[config.mk]
export PLATFORM = sky130hd
export DESIGN_NAME = cct_cordic_stage
export DESIGN_NICKNAME = d
export VERILOG_FILES = /design/src/rtl/core/cct_pkg.sv /design/src/rtl/core/cct_cordic_stage.sv
export SDC_FILE = /design/constraint.sdc
export NUM_CORES = 1
export LEC_CHECK = 0
export CAP_MARGIN = 20
export CORE_MARGIN = 2
export CORE_UTILIZATION = 45
export CTS_CLUSTER_SIZE = 10
export DETAILED_ROUTE_END_ITERATION = 8
export DONT_BUFFER_PORTS = 1
export GPL_TIMING_DRIVEN = 1
export PLACE_DENSITY_LB_ADDON = 0.25
export RECOVER_POWER = 50
export SLEW_MARGIN = 20
export SYNTH_ARGS = -nofsm -noshare
export SYNTH_HDL_FRONTEND = slang
export SYNTH_SLANG_ARGS = --single-unit
[constraint.sdc]
create_clock -name clock -period 3.1 [get_ports clock]
set_input_delay 0 -clock clock [delete_from_list [all_inputs] [get_ports clock]]
set_output_delay 0 -clock clock [all_outputs]
set_load 0.01 [all_outputs]
[src/rtl/core/cct_pkg.sv]
// ----------------------------------------------------------------------------
// Sector connectivity test package
// Field widths, bearing table, reason codes and beat types shared by the
// sector connectivity test.
// ----------------------------------------------------------------------------
package cct_pkg;

   localparam int COORD_WIDTH  = 16;
   localparam int ANGLE_WIDTH  = 16;
   localparam int CORDIC_STEPS = 16;
   localparam int GUARD_BITS   = 8;
   localparam int ATAN_LEN     = 24;

   localparam logic [31:0] HALF_TURN = 32'h8000_0000;

   // atan(2^-i) / (2*pi) in units of 2^-32 turn.
   localparam logic [31:0] ATAN_TURNS [ATAN_LEN] = '{
      32'h20000000, 32'h12E4051E, 32'h09FB385B, 32'h051111D4,
      32'h028B0D43, 32'h0145D7E1, 32'h00A2F61E, 32'h00517C55,
      32'h0028BE53, 32'h00145F2F, 32'h000A2F98, 32'h000517CC,
      32'h00028BE6, 32'h000145F3, 32'h0000A2FA, 32'h0000517D,
      32'h000028BE, 32'h0000145F, 32'h00000A30, 32'h00000518,
      32'h0000028C, 32'h00000146, 32'h000000A3, 32'h00000051
   };

   typedef enum logic [1:0] {
      REASON_CONNECTED      = 2'd0,
      REASON_SAME_POINT     = 2'd1,
      REASON_BEYOND_REACH   = 2'd2,
      REASON_OUTSIDE_SECTOR = 2'd3
   } reason_type;

   typedef struct packed {
      logic signed [COORD_WIDTH-1:0] src_x;
      logic signed [COORD_WIDTH-1:0] src_y;
      logic signed [COORD_WIDTH-1:0] dst_x;
      logic signed [COORD_WIDTH-1:0] dst_y;
      logic        [COORD_WIDTH:0]   reach;
      logic        [ANGLE_WIDTH-1:0] start_angle;
      logic        [ANGLE_WIDTH-1:0] sector_width;
   } req_type;

   typedef struct packed {
      logic       connected;
      logic [1:0] reason;
   } rsp_type;

endpackage

[src/rtl/core/cct_cordic_stage.sv]
// ----------------------------------------------------------------------------
// CORDIC vectoring stage
// One registered micro-rotation that drives the y component toward zero and
// accumulates the bearing in units of 2^-32 turn.
// ----------------------------------------------------------------------------
module cct_cordic_stage #(
   parameter int XY_WIDTH = 28,
   parameter int STEP     = 0
) (
   input  logic                       clock,
   input  logic                       reset,
   input  logic                       advance,
   input  logic                       in_valid,
   input  logic signed [XY_WIDTH-1:0] in_x,
   input  logic signed [XY_WIDTH-1:0] in_y,
   input  logic        [31:0]         in_acc,
   output logic                       out_valid,
   output logic signed [XY_WIDTH-1:0] out_x,
   output logic signed [XY_WIDTH-1:0] out_y,
   output logic        [31:0]         out_acc
);

   logic                       valid_ff;
   logic signed [XY_WIDTH-1:0] x_ff, x_in, y_ff, y_in;
   logic        [31:0]         acc_ff, acc_in;
   logic signed [XY_WIDTH-1:0] x_shift, y_shift;

   assign x_shift = in_x >>> STEP;
   assign y_shift = in_y >>> STEP;

   always_comb begin
      if (!in_y[XY_WIDTH-1]) begin
         x_in   = in_x + y_shift;
         y_in   = in_y - x_shift;
         acc_in = in_acc + cct_pkg::ATAN_TURNS[STEP];
      end else begin
         x_in   = in_x - y_shift;
         y_in   = in_y + x_shift;
         acc_in = in_acc - cct_pkg::ATAN_TURNS[STEP];
      end
   end

   always_ff @(posedge clock) begin
      if (reset) begin
         valid_ff <= 1'b0;
      end else if (advance) begin
         valid_ff <= in_valid;
      end
   end

   always_ff @(posedge clock) begin
      if (advance) begin
         x_ff   <= x_in;
         y_ff   <= y_in;
         acc_ff <= acc_in;
      end
   end

   assign out_valid = valid_ff;
   assign out_x     = x_ff;
   assign out_y     = y_ff;
   assign out_acc   = acc_ff;

endmodule

==> After elaboration in Yosys (flattened, before gate mapping) <==
Cells that the tools add are included.
{ "totals": {"output_inout_bits": 89, "in_bits": 92, "wordCells": 12, "register_bits": 89} }
{ "op_classes": {"muxes": 3, "addsub": 5} }
{ "ops": {"columns": ["cell", "count"], "rows": [
  ["two-way mux 28 bit", 2],
  ["subtractor 28 bit", 2],
  ["adder 32 x 30 -> 32 bit (second input constant)", 1],
  ["two-way mux 32 bit", 1],
  ["subtractor 32 x 30 -> 32 bit (second input constant)", 1],
  ["adder 28 bit", 1]
]} }

==> Longest topological paths before layout <==
Gate-level depths: netlist of the first run.
{ "logic_depth": {"depth_word": 2, "mapped_depth": 12, "ltp_nobuf": 11} }

==> Worst setup path after synthesis of the first run <==
Ideal clock, no wire load.
{ "synth_timing": {"path_type": "input to register", "startpoint": "input port in_x[0]", "endpoint": "register y_ff[26], in the netlist out_y[26] (data pin)", "stages": 11, "arrival_ps": 2230, "slack_ps": 606, "setup_ps": 264, "n_path_buf": 0, "t_required_ps": 2836, "cell_sequence": "ha_1 > inv_1 > fa_1 > o21bai_1 > a2111oi_1 > or4b_4 > o311ai_4 > nand2_2 > a211o_1 > nand3_2 > xnor2_1"} }
{ "synth_via": {"elab_chain_cells": 2, "elab_cells_between_ends": 3, "cone_classes": "add/sub (2); mux (1)"} }
{ "synth_lines": {"columns": ["item", "line", "source"], "rows": [
  ["start, declared", "cct_cordic_stage.sv:14", "input logic signed [XY_WIDTH-1:0] in_x,"],
  ["subtractor 28 bit / adder 28 bit (equally long branches)", "cct_cordic_stage.sv:34, cct_cordic_stage.sv:38", null],
  ["two-way mux 28 bit *", "cct_cordic_stage.sv:32", "if (!in_y[XY_WIDTH-1]) begin"],
  ["named net y_in[26]", "cct_cordic_stage.sv:24", "logic signed [XY_WIDTH-1:0] x_ff, x_in, y_ff, y_in;"],
  ["end signal, assigned", "cct_cordic_stage.sv:54", "y_ff <= y_in;"],
  ["end, declared", "cct_cordic_stage.sv:24", null]
]} }
Mark *: on every way through the listed nets, which the timed path passes. The rest lies on a longest branch.
A chain may end at the register's enable or synchronous reset.

==> Worst setup path in the final report of the first run <==
{ "layout_timing": {"startpoint": "input port in_x[4]", "endpoint": "register y_ff[27], in the netlist out_y[27] (data pin)"} }
The elaborated chain is that of the path after synthesis.

==> results of run 1 <==
[final timing paths]
check | start | endpoint | depth (start not counted)
min | in_y[27] | out_x[27] | 2
min reg2reg | out_valid | out_valid | 3
max | in_x[4] | out_y[27] | 11
max reg2reg | out_valid | out_valid | 3
[timing repair]
item / 4_1_cts / 5_1_grt
hold endpoints to repair: 135 / 0
hold buffers: 39 / 0
setup buffers: 0 / 0
[layer usage]
metal | up-vias | GRT usage
li1 | 2940 | -
met1 | 2974 | 0.378
met2 | 380 | 0.396
met3 | 25 | 0.0461
met4 | 0 | 0.0495
met5 | - | 0
[power by group through the flow]
stage          combinational [µW]  sequential, µW  clock, µW
2_1_floorplan                 759            1680          0
3_3_place_gp                 1010            1730          0
3_5_place_dp                 1010            1730          0
4_1_cts                      1090            1710       1010
5_1_grt                      1210            1720       1060
6_report                     1110            1710        977
[cells by family after synthesis]
logic type               count (synthesis)  share of synthesized area
multiplexers                            12                     0.0163
buffers and inverters                  120                     0.0640
flip-flops                              88                      0.357
AND/OR/NAND/NOR                        176                      0.120
AO/OA/AOI/OAI                          268                      0.229
adder cells (fa/ha/maj)                 85                      0.148
XOR/XNOR                                55                     0.0653
[state kept, by name, summed over array words and instances (netlist names)]
register   cells
out_x         27
out_valid      1
out_acc       32
out_y         28
[per-stage QoR]
| stage | cell area, µm² | worst slack (ns) |
|---|---|---|
| CTS | 8230 | 0.206 |
| global route | 8210 | 0.0402 |
| detailed placement | 7550 | 0.300 |
| global placement | 7550 | 0.375 |
| floorplan | 7370 | 0.606 |
| finish | 8210 | 0.132 |
[placed cells by master, fill, tap and decap left out, drive strengths merged, types with 6 or more instances in the layout]
cell and instances:
a2111oi 7, ha 81, and2 6, a21o 8, o311ai 6, o21a 8, o211ai 6, nor2b 9
nand2 32, nor2 53, nand2b 6, o21bai 17, o22ai 7, clkinv 7, nand3 16, o21ai 59
clkbuf 10, or3 8, dlygate4sd3 38, nand4 8, edfxtp 87, a211oi 8, nor3 19, or2 7
inv 84, a21oi 106, mux2i 12, xor2 8, xnor2 47, buf 8
[synth_stat cells (all sizes together) (3+ instances only)]
master and n:
a21oi 106, edfxtp 87, inv 83, ha 81, o21ai 59, nor2 53, xnor2 47, nand2 32
buf 19, nor3 19, o21bai 17, clkbuf 16, nand3 16, mux2i 12, nor2b 9, a211oi 8
a21o 8, nand4 8, o21a 8, or3 8, xor2 8, a2111oi 7, o22ai 7, or2 7
and2 6, nand2b 6, o211ai 6, o311ai 6, a211o 5, o221ai 5, o31ai 5, fa 4
nand4b 4, nor4 4, a22oi 3, a31oi 3, o31a 3
[area by class of cell]
class,count,area [µm²],area share
repair buffers,47,445,0.0543
clock inverters,7,47.5,0.00579
well taps,216,270,0.0329
flip-flops and latches,88,2630,0.321
multi-input cells,596,4270,0.520
inverters,85,319,0.0389
clock buffers,9,225,0.0274
[critical path: stages]
cell and delay [ns]:
inv_1 0.02, ha_1 0.53, nor2b_4 0.10, a2111oi_1 0.52, a2111oi_2 0.20, o211ai_1 0.30, nand3_1 0.19, a211oi_1 0.35
a22oi_1 0.15, xnor2_1 0.15, dlygate4sd3_1 0.55
==> flow_summary.ini, run 1 <==
[drt]
firstDrtPassIters = 5
drc = 0
viasPerCell = 6.03
wl_met3_um = 2150
routed_wl_um = 22900
ant_nets = 0
highest_layer = met4
wirelength_met1_um = 10600
drt-initial-drc-count = 610
via_count = 6319
met2_length_um = 9840
wl_per_cell_um = 21.8

[cts]
cts_root_buffer = clkbuf_16
cts.sinks = 88
cts-htree-levels = 3
clkSlewWorstSetupHoldPaths_ns = 0.07
cts_tree = built
numCtsBuffers = 9
clockBufferDepth = 2
worstSkewPairLatency_ns = 0.32
cts_resized = 0

[yosys]
netlist_area_um2 = 7370
syn_area_per_cell_um2 = 9.17
synth_cell_types = 67
synth_seq_cells = 88
ys_warn_count = 0
synth_edf_count = 87
netlist.area_leader.share = 0.354
synth_top_area_cell = edfxtp_1
synthArstFlopShare = 0
synth_cells = 804
synth_nets = 981
synth_ff_type = edfxtp_1
synth_area_leaders = edfxtp_1 35%, ha_1 14%, a21oi_1 7.2%
synth-seq-area-share = 0.357

[placed_design]
port_buffers = 0
gp_congestion = 0.932
dpl.cell_count = 993
dpl.hpwl_um = 17600

[power_and_ir_drop]
p_leak_uw = 0.00329
p_comb_frac = 0.293
p_sw_frac = 0.341
power_uw = 3790
vdd_drop_max_mv = 0.281
power_density_nw_per_um2 = 462
p_seq_frac = 0.450
p_int_uw = 2500
p_sw_uw = 1290
clockPowerShare = 0.258

[timing]
fin_hold_ws_ns = 0.0159
finalHoldViolCount = 0
fin_crit_sh = 0.957
tightest_slew_ns = 2.15
finalSetupViolCount = 0
rsz0062_at_grt = no
relSlewSlack = -0.431
drv_slew = 88
skew_ns = 0
min_period_ns = 2.97
fmax_ghz = 0.337
tns_ns = 0

[global_route]
overflow = 0
grt_pass1_vias = 6112
antenna_found_initial = 0
grt_max_degree = 88
grt_pass1_wl_um = 35100
grt_usage = 0.257

[die]
start_util = 0.462
chipWidth_um = 132
die_h_um = 132
num_io_pins = 181
rows = 46
coreArea_um2 = 15900
die-area_um2 = 17400

[cells_and_area]
syn2layout_area_growth_pct = 11.3
antennaDiodeCount = 0
drive_gt1_frac = 0.0553
fillers = 1499
final_cells = 1048
finalNetCount = 1004
final_util = 0.515

[hold_path]
min_path_type = in -> reg

[setup_path]
end_kind = register
path_class = in -> reg
critPathLaunchType = input pin
reg2reg_slack_ns = 1.91
arrival_ns = 3.05
crit_path_max_fanout = 10
worstPathRequired_ns = 3.18

[status]
status = complete, but fails checks
violations = capacitance limit, slew limit

[job]
max-cap-violations = 1
(Power assumes the default switching activity.)
==> inputs of run 2 (changes only) <==
--- a/config.mk
+++ b/config.mk
@@ -6,13 +6,16 @@
 export NUM_CORES = 1
 export LEC_CHECK = 0
 export CAP_MARGIN = 20
+export CELL_PAD_IN_SITES_DETAIL_PLACEMENT = 0
+export CELL_PAD_IN_SITES_GLOBAL_PLACEMENT = 2
 export CORE_MARGIN = 2
-export CORE_UTILIZATION = 45
+export CORE_UTILIZATION = 39
+export CTS_CLUSTER_DIAMETER = 150
 export CTS_CLUSTER_SIZE = 10
 export DETAILED_ROUTE_END_ITERATION = 8
 export DONT_BUFFER_PORTS = 1
 export GPL_TIMING_DRIVEN = 1
-export PLACE_DENSITY_LB_ADDON = 0.25
+export PLACE_DENSITY = 0.89
 export RECOVER_POWER = 50
 export SLEW_MARGIN = 20
 export SYNTH_ARGS = -nofsm -noshare
==> run 2 against run 1 <==
The flow still finishes with violations (capacitance limit, slew limit). Clock skew stayed put. Total power is 4.9% higher. Global-route usage is 3.8 points lower. Sequential power hardly changed. Register-to-register slack hardly changed. Core utilization is 6.8 points lower. Sequential share of layout area is 0.48 points lower. Critical path depth stayed put. Highest routed layer unchanged. Worst setup slack better by 0.13 ns. Final area is 1.5% higher. Die area is 15% higher. Combinational power hardly changed.
==> flow_summary.ini, run 2 (same netlist as run 1, synthesis figures left out) <==
[status]
status = complete, but fails checks
violations = capacitance limit, slew limit

[drt]
ant_nets = 0
firstDrtPassIters = 5
wl_per_cell_um = 21.0
via_count = 6203
viasPerCell = 5.79
drt-initial-drc-count = 503
routed_wl_um = 22500
drc = 0

[cts]
clockBufferDepth = 2
cts_root_buffer = clkbuf_16
cts_resized = 0
worstSkewPairLatency_ns = 0.33
clkSlewWorstSetupHoldPaths_ns = 0.06
cts_tree = built
cts.sinks = 88
numCtsBuffers = 9
cts-htree-levels = 3
cts_setup_buffers = 0

[die]
chipWidth_um = 142
num_io_pins = 181
coreArea_um2 = 18600
die-area_um2 = 20000
start_util = 0.396
die_h_um = 142
rows = 50

[cells_and_area]
seqCellArea_um2 = 2630
drive_gt1_frac = 0.0632
fillers = 1786
finalNetCount = 1010
antennaDiodeCount = 0
largest_reg_flops = 32
final_common_cell = a21oi_1
syn2layout_area_growth_pct = 13.0
final_cell_mix = 106 x a21oi_1, 87 x edfxtp_1, 81 x ha_1
final_cells = 1072
multi_input_area_um2 = 4270

[timing]
finalHoldViolCount = 0
skew_ns = 0
min_period_ns = 2.84
tightest_slew_ns = 2.10
rsz0062_at_grt = no
fin_hold_ws_ns = 0.0138
relSlewSlack = -0.397
tns_ns = 0
drv_slew = 88
fmax_ghz = 0.353
fin_crit_sh = 0.915
finalSetupViolCount = 0

[global_route]
grt_pass1_wl_um = 33800
overflow = 0
grt_pass1_vias = 5795
grt_max_degree = 88
grt_usage = 0.218
antenna_found_initial = 0

[setup_path]
crit_path_max_fanout = 10
arrival_ns = 2.92
critPathLaunchType = input pin
end_kind = register
reg2reg_slack_ns = 1.91
worstPathRequired_ns = 3.18
path_class = in -> reg

[power_and_ir_drop]
power_density_nw_per_um2 = 477
vdd_drop_max_mv = 0.263
p_leak_uw = 0.00334

[job]
max-cap-violations = 1

[placed_design]
dpl.hpwl_um = 17400
port_buffers = 0
gp_congestion = 0.934
dpl.cell_count = 1017

[hold_path]
min_path_type = in -> reg
## run 2: final cells by class
| class | count | share of cell area |
|---|---|---|
| sequential | 88 | 0.316 |
| multi-input combinational | 596 | 0.512 |
| clock inverter | 6 | 0.0108 |
| clock buffer | 10 | 0.0287 |
| timing repair buffer | 53 | 0.0589 |
| inverter | 85 | 0.0383 |
| tap | 234 | 0.0351 |
## run 2: where the power goes
part / internal, µW / total, µW / leakage, µW / switching (µW)
sequential: 1540 / 1700 / 0.000860 / 164
combinational: 428 / 1100 / 0.00232 / 674
clock: 732 / 1170 / 0.000159 / 442
total: 2700 / 3980 / 0.00334 / 1280
## run 2: metal layers
layer,global-route usage,vias to the layer above,routed length (µm)
met1,0.308,2951,10400
li1,-,2943,-
met3,0.0540,17,2030
met2,0.344,292,9900
met4,0.0395,0,194
met5,0,-,0
## run 2: final timing paths
path | end | depth (start not counted) | start
worst max-delay path | out_y[27] | 11 | in_x[4]
worst min-delay path | out_y[0] | 3 | in_x[0]
worst max register to register | out_valid | 3 | out_valid
worst min register to register | out_valid | 3 | out_valid
## run 2: critical path, cell delays in order
cell and delay (ns):
inv_1 0.02, ha_1 0.53, nor2b_4 0.09, a2111oi_1 0.52, a2111oi_2 0.20, o211ai_1 0.24, nand3_1 0.20, a211oi_1 0.30
a22oi_1 0.12, xnor2_1 0.14, dlygate4sd3_1 0.55
## run 2: through the flow
stage               total power [µW]  area [µm²]   util  setup WS [ns]
floorplan                       2440        7370      -          0.606
global placement                2740        7620  0.409          0.377
detailed placement              2740        7620  0.409          0.335
CTS                             3980        8360  0.448          0.249
global route                    4160        8330  0.447         0.0527
finish                          3980        8330  0.447          0.263
## run 2: what timing repair did
item | in CTS | in global routing
endpoints found under the hold margin | 135 | 0
hold buffers | 39 | 0
endpoints found under the setup margin | 0 | 0
==> inputs of run 3 (changes only) <==
--- a/config.mk
+++ b/config.mk
@@ -8,7 +8,7 @@
 export CAP_MARGIN = 20
 export CELL_PAD_IN_SITES_DETAIL_PLACEMENT = 0
 export CELL_PAD_IN_SITES_GLOBAL_PLACEMENT = 2
-export CORE_MARGIN = 2
+export CORE_MARGIN = 5
 export CORE_UTILIZATION = 39
 export CTS_CLUSTER_DIAMETER = 150
 export CTS_CLUSTER_SIZE = 10
@@ -17,7 +17,7 @@
 export GPL_TIMING_DRIVEN = 1
 export PLACE_DENSITY = 0.89
 export RECOVER_POWER = 50
-export SLEW_MARGIN = 20
+export SLEW_MARGIN = 15
 export SYNTH_ARGS = -nofsm -noshare
 export SYNTH_HDL_FRONTEND = slang
 export SYNTH_SLANG_ARGS = --single-unit
==> run 3 against run 2 <==
The flow still finishes with violations (capacitance limit, slew limit). Worst setup slack worse by 0.044 ns. Cell count down 0.19%. Hold slack improved by 0.0074 ns. Critical path depth unchanged. Final area down 0.71%. Clock skew stayed put. Register-to-register slack got worse by 0.10 ns. Largest cell class unchanged.
==> flow_summary.ini, run 3 (same netlist as run 1, synthesis figures left out) <==
[status]
status = complete, but fails checks
violations = capacitance limit, slew limit

[global_route]
grt_max_degree = 88
grt_pass1_wl_um = 35600
overflow = 0
grt_pass1_vias = 5895
antenna_found_initial = 0
grt_usage = 0.209

[setup_path]
path_cells = inv_1, ha_1, nor2b_4, a2111oi_1, a2111oi_2, o211ai_1, nand3_1, a211oi_1, a22oi_1, xnor2_1, dlygate4sd3_1
cp_slowest_cell = dlygate4sd3_1
worstPathRequired_ns = 3.18
rr_endpoint = out_valid
end_kind = register
path_class = in -> reg
arrival_ns = 2.96
r2r_cells = 3
reg2reg_slack_ns = 1.81
max_stage_delay_ns = 0.54
crit_path_max_fanout = 10
critPathLaunchType = input pin
worstReg2RegStart = out_valid

[power_and_ir_drop]
clockPowerShare = 0.265
p_leak_uw = 0.00331
p_int_uw = 2520
power_density_nw_per_um2 = 462
p_comb_frac = 0.286
p_sw_frac = 0.340
p_sw_uw = 1300
p_seq_frac = 0.448
vdd_drop_max_mv = 0.285
power_uw = 3830

[cells_and_area]
final_util = 0.444
multi_input_area_um2 = 4270
largest_reg_flops = 32
drive_gt1_frac = 0.0598
final_common_cell = a21oi_1
fillers = 1810
antennaDiodeCount = 0
seqCellArea_um2 = 2630
finalNetCount = 1008
syn2layout_area_growth_pct = 12.2
final_cell_mix = 106 x a21oi_1, 87 x edfxtp_1, 81 x ha_1

[job]
max-cap-violations = 1

[drt]
routed_wl_um = 23500
firstDrtPassIters = 5
drc = 0
via_count = 6151
wl_per_cell_um = 22.0
drt-initial-drc-count = 592
wl_met3_um = 2450
highest_layer = met4
met2_length_um = 10400
wirelength_met1_um = 10400
ant_nets = 0
viasPerCell = 5.75

[hold_path]
whs_endpoint = out_y[0]
min_from = in_x[0]
min_path_type = in -> reg
whs_path_depth = 3

[timing]
fin_hold_ws_ns = 0.0212
fin_crit_sh = 0.929
tightest_slew_ns = 2.15
drv_slew = 88
min_period_ns = 2.88
tns_ns = 0
finalSetupViolCount = 0
skew_ns = 0
rsz0062_at_grt = no
finalHoldViolCount = 0
fmax_ghz = 0.347
relSlewSlack = -0.436

[cts]
cts_setup_buffers = 0
cts-htree-levels = 3
numCtsBuffers = 9
cts_root_buffer = clkbuf_16
cts_resized = 0
clockBufferDepth = 2
worstSkewPairLatency_ns = 0.32
cts_tree = built
cts.sinks = 88
clkSlewWorstSetupHoldPaths_ns = 0.07

[die]
die_h_um = 148
chipWidth_um = 148
num_io_pins = 181
die-area_um2 = 21800
coreArea_um2 = 18600
start_util = 0.396
rows = 50

[placed_design]
dpl.hpwl_um = 18200
gp_congestion = 0.904
port_buffers = 0
-- run 3: changes by cell type in the layout (fill, tap and decap cells not counted) --
cell / before / now
clkinv_1: 2 / 3
buf_4: 14 / 12
inv_6: 2 / 3
clkinv_2: 1 / 0
inv_8: 0 / 2
bufinv_16: 2 / 0
clkbuf_8: 1 / 0
-- run 3: worst max-delay path by stage --
stage,start,end,cells after the start
6_report,in_x[4],out_y[27],11
5_1_grt,in_x[4],out_y[27],11
4_1_cts,in_x[4],out_y[27],11
3_5_place_dp,in_x[0],out_y[24],11
3_3_place_gp,in_x[0],out_y[24],11
2_1_floorplan,in_x[0],out_y[26],11
-- run 3: power groups by stage --
stage	registers, µW	logic, µW	clock network [µW]
2_1_floorplan	1680	759	0
3_3_place_gp	1740	1010	0
3_5_place_dp	1750	1000	0
4_1_cts	1720	1080	1050
5_1_grt	1730	1210	1100
6_report	1720	1100	1020
-- run 3: repair_timing --
action / 4_1_cts / 5_1_grt
endpoints found under the hold margin: 141 / 0
hold buffers: 39 / 0
endpoints found under the setup margin: 0 / 0
-- run 3: layout make-up --
type                            instances  share of cell area
Multi-Input combinational cell        596               0.516
Timing Repair Buffer                   51              0.0575
Tap cell                              234              0.0354
Inverter                               85              0.0386
Clock inverter                          7             0.00726
Sequential cell                        88               0.318
Clock buffer                            9              0.0272
-- run 3: per-layer routing --
layer	vias to the layer above	track usage
met4	0	0.0382
met3	18	0.0546
met1	2884	0.297
met2	292	0.325
met5	-	0
li1	2957	-
-- run 3: critical path, delay by kind of cell --
kind            cells  cell delay, ns
fa+ha+maj           1            0.53
xor+xnor            1            0.14
buf+inv             2            0.56
simple gates        2            0.30
compound gates      5            1.43
-- run 3: per-stage QoR --
stage	area, µm²	cells	setup WS, ns
2_1_floorplan	7370	804	0.606
3_3_place_gp	7600	1015	0.342
3_5_place_dp	7600	1015	0.327
4_1_cts	8300	1070	0.228
5_1_grt	8270	1070	0.0606
6_report	8270	1070	0.220
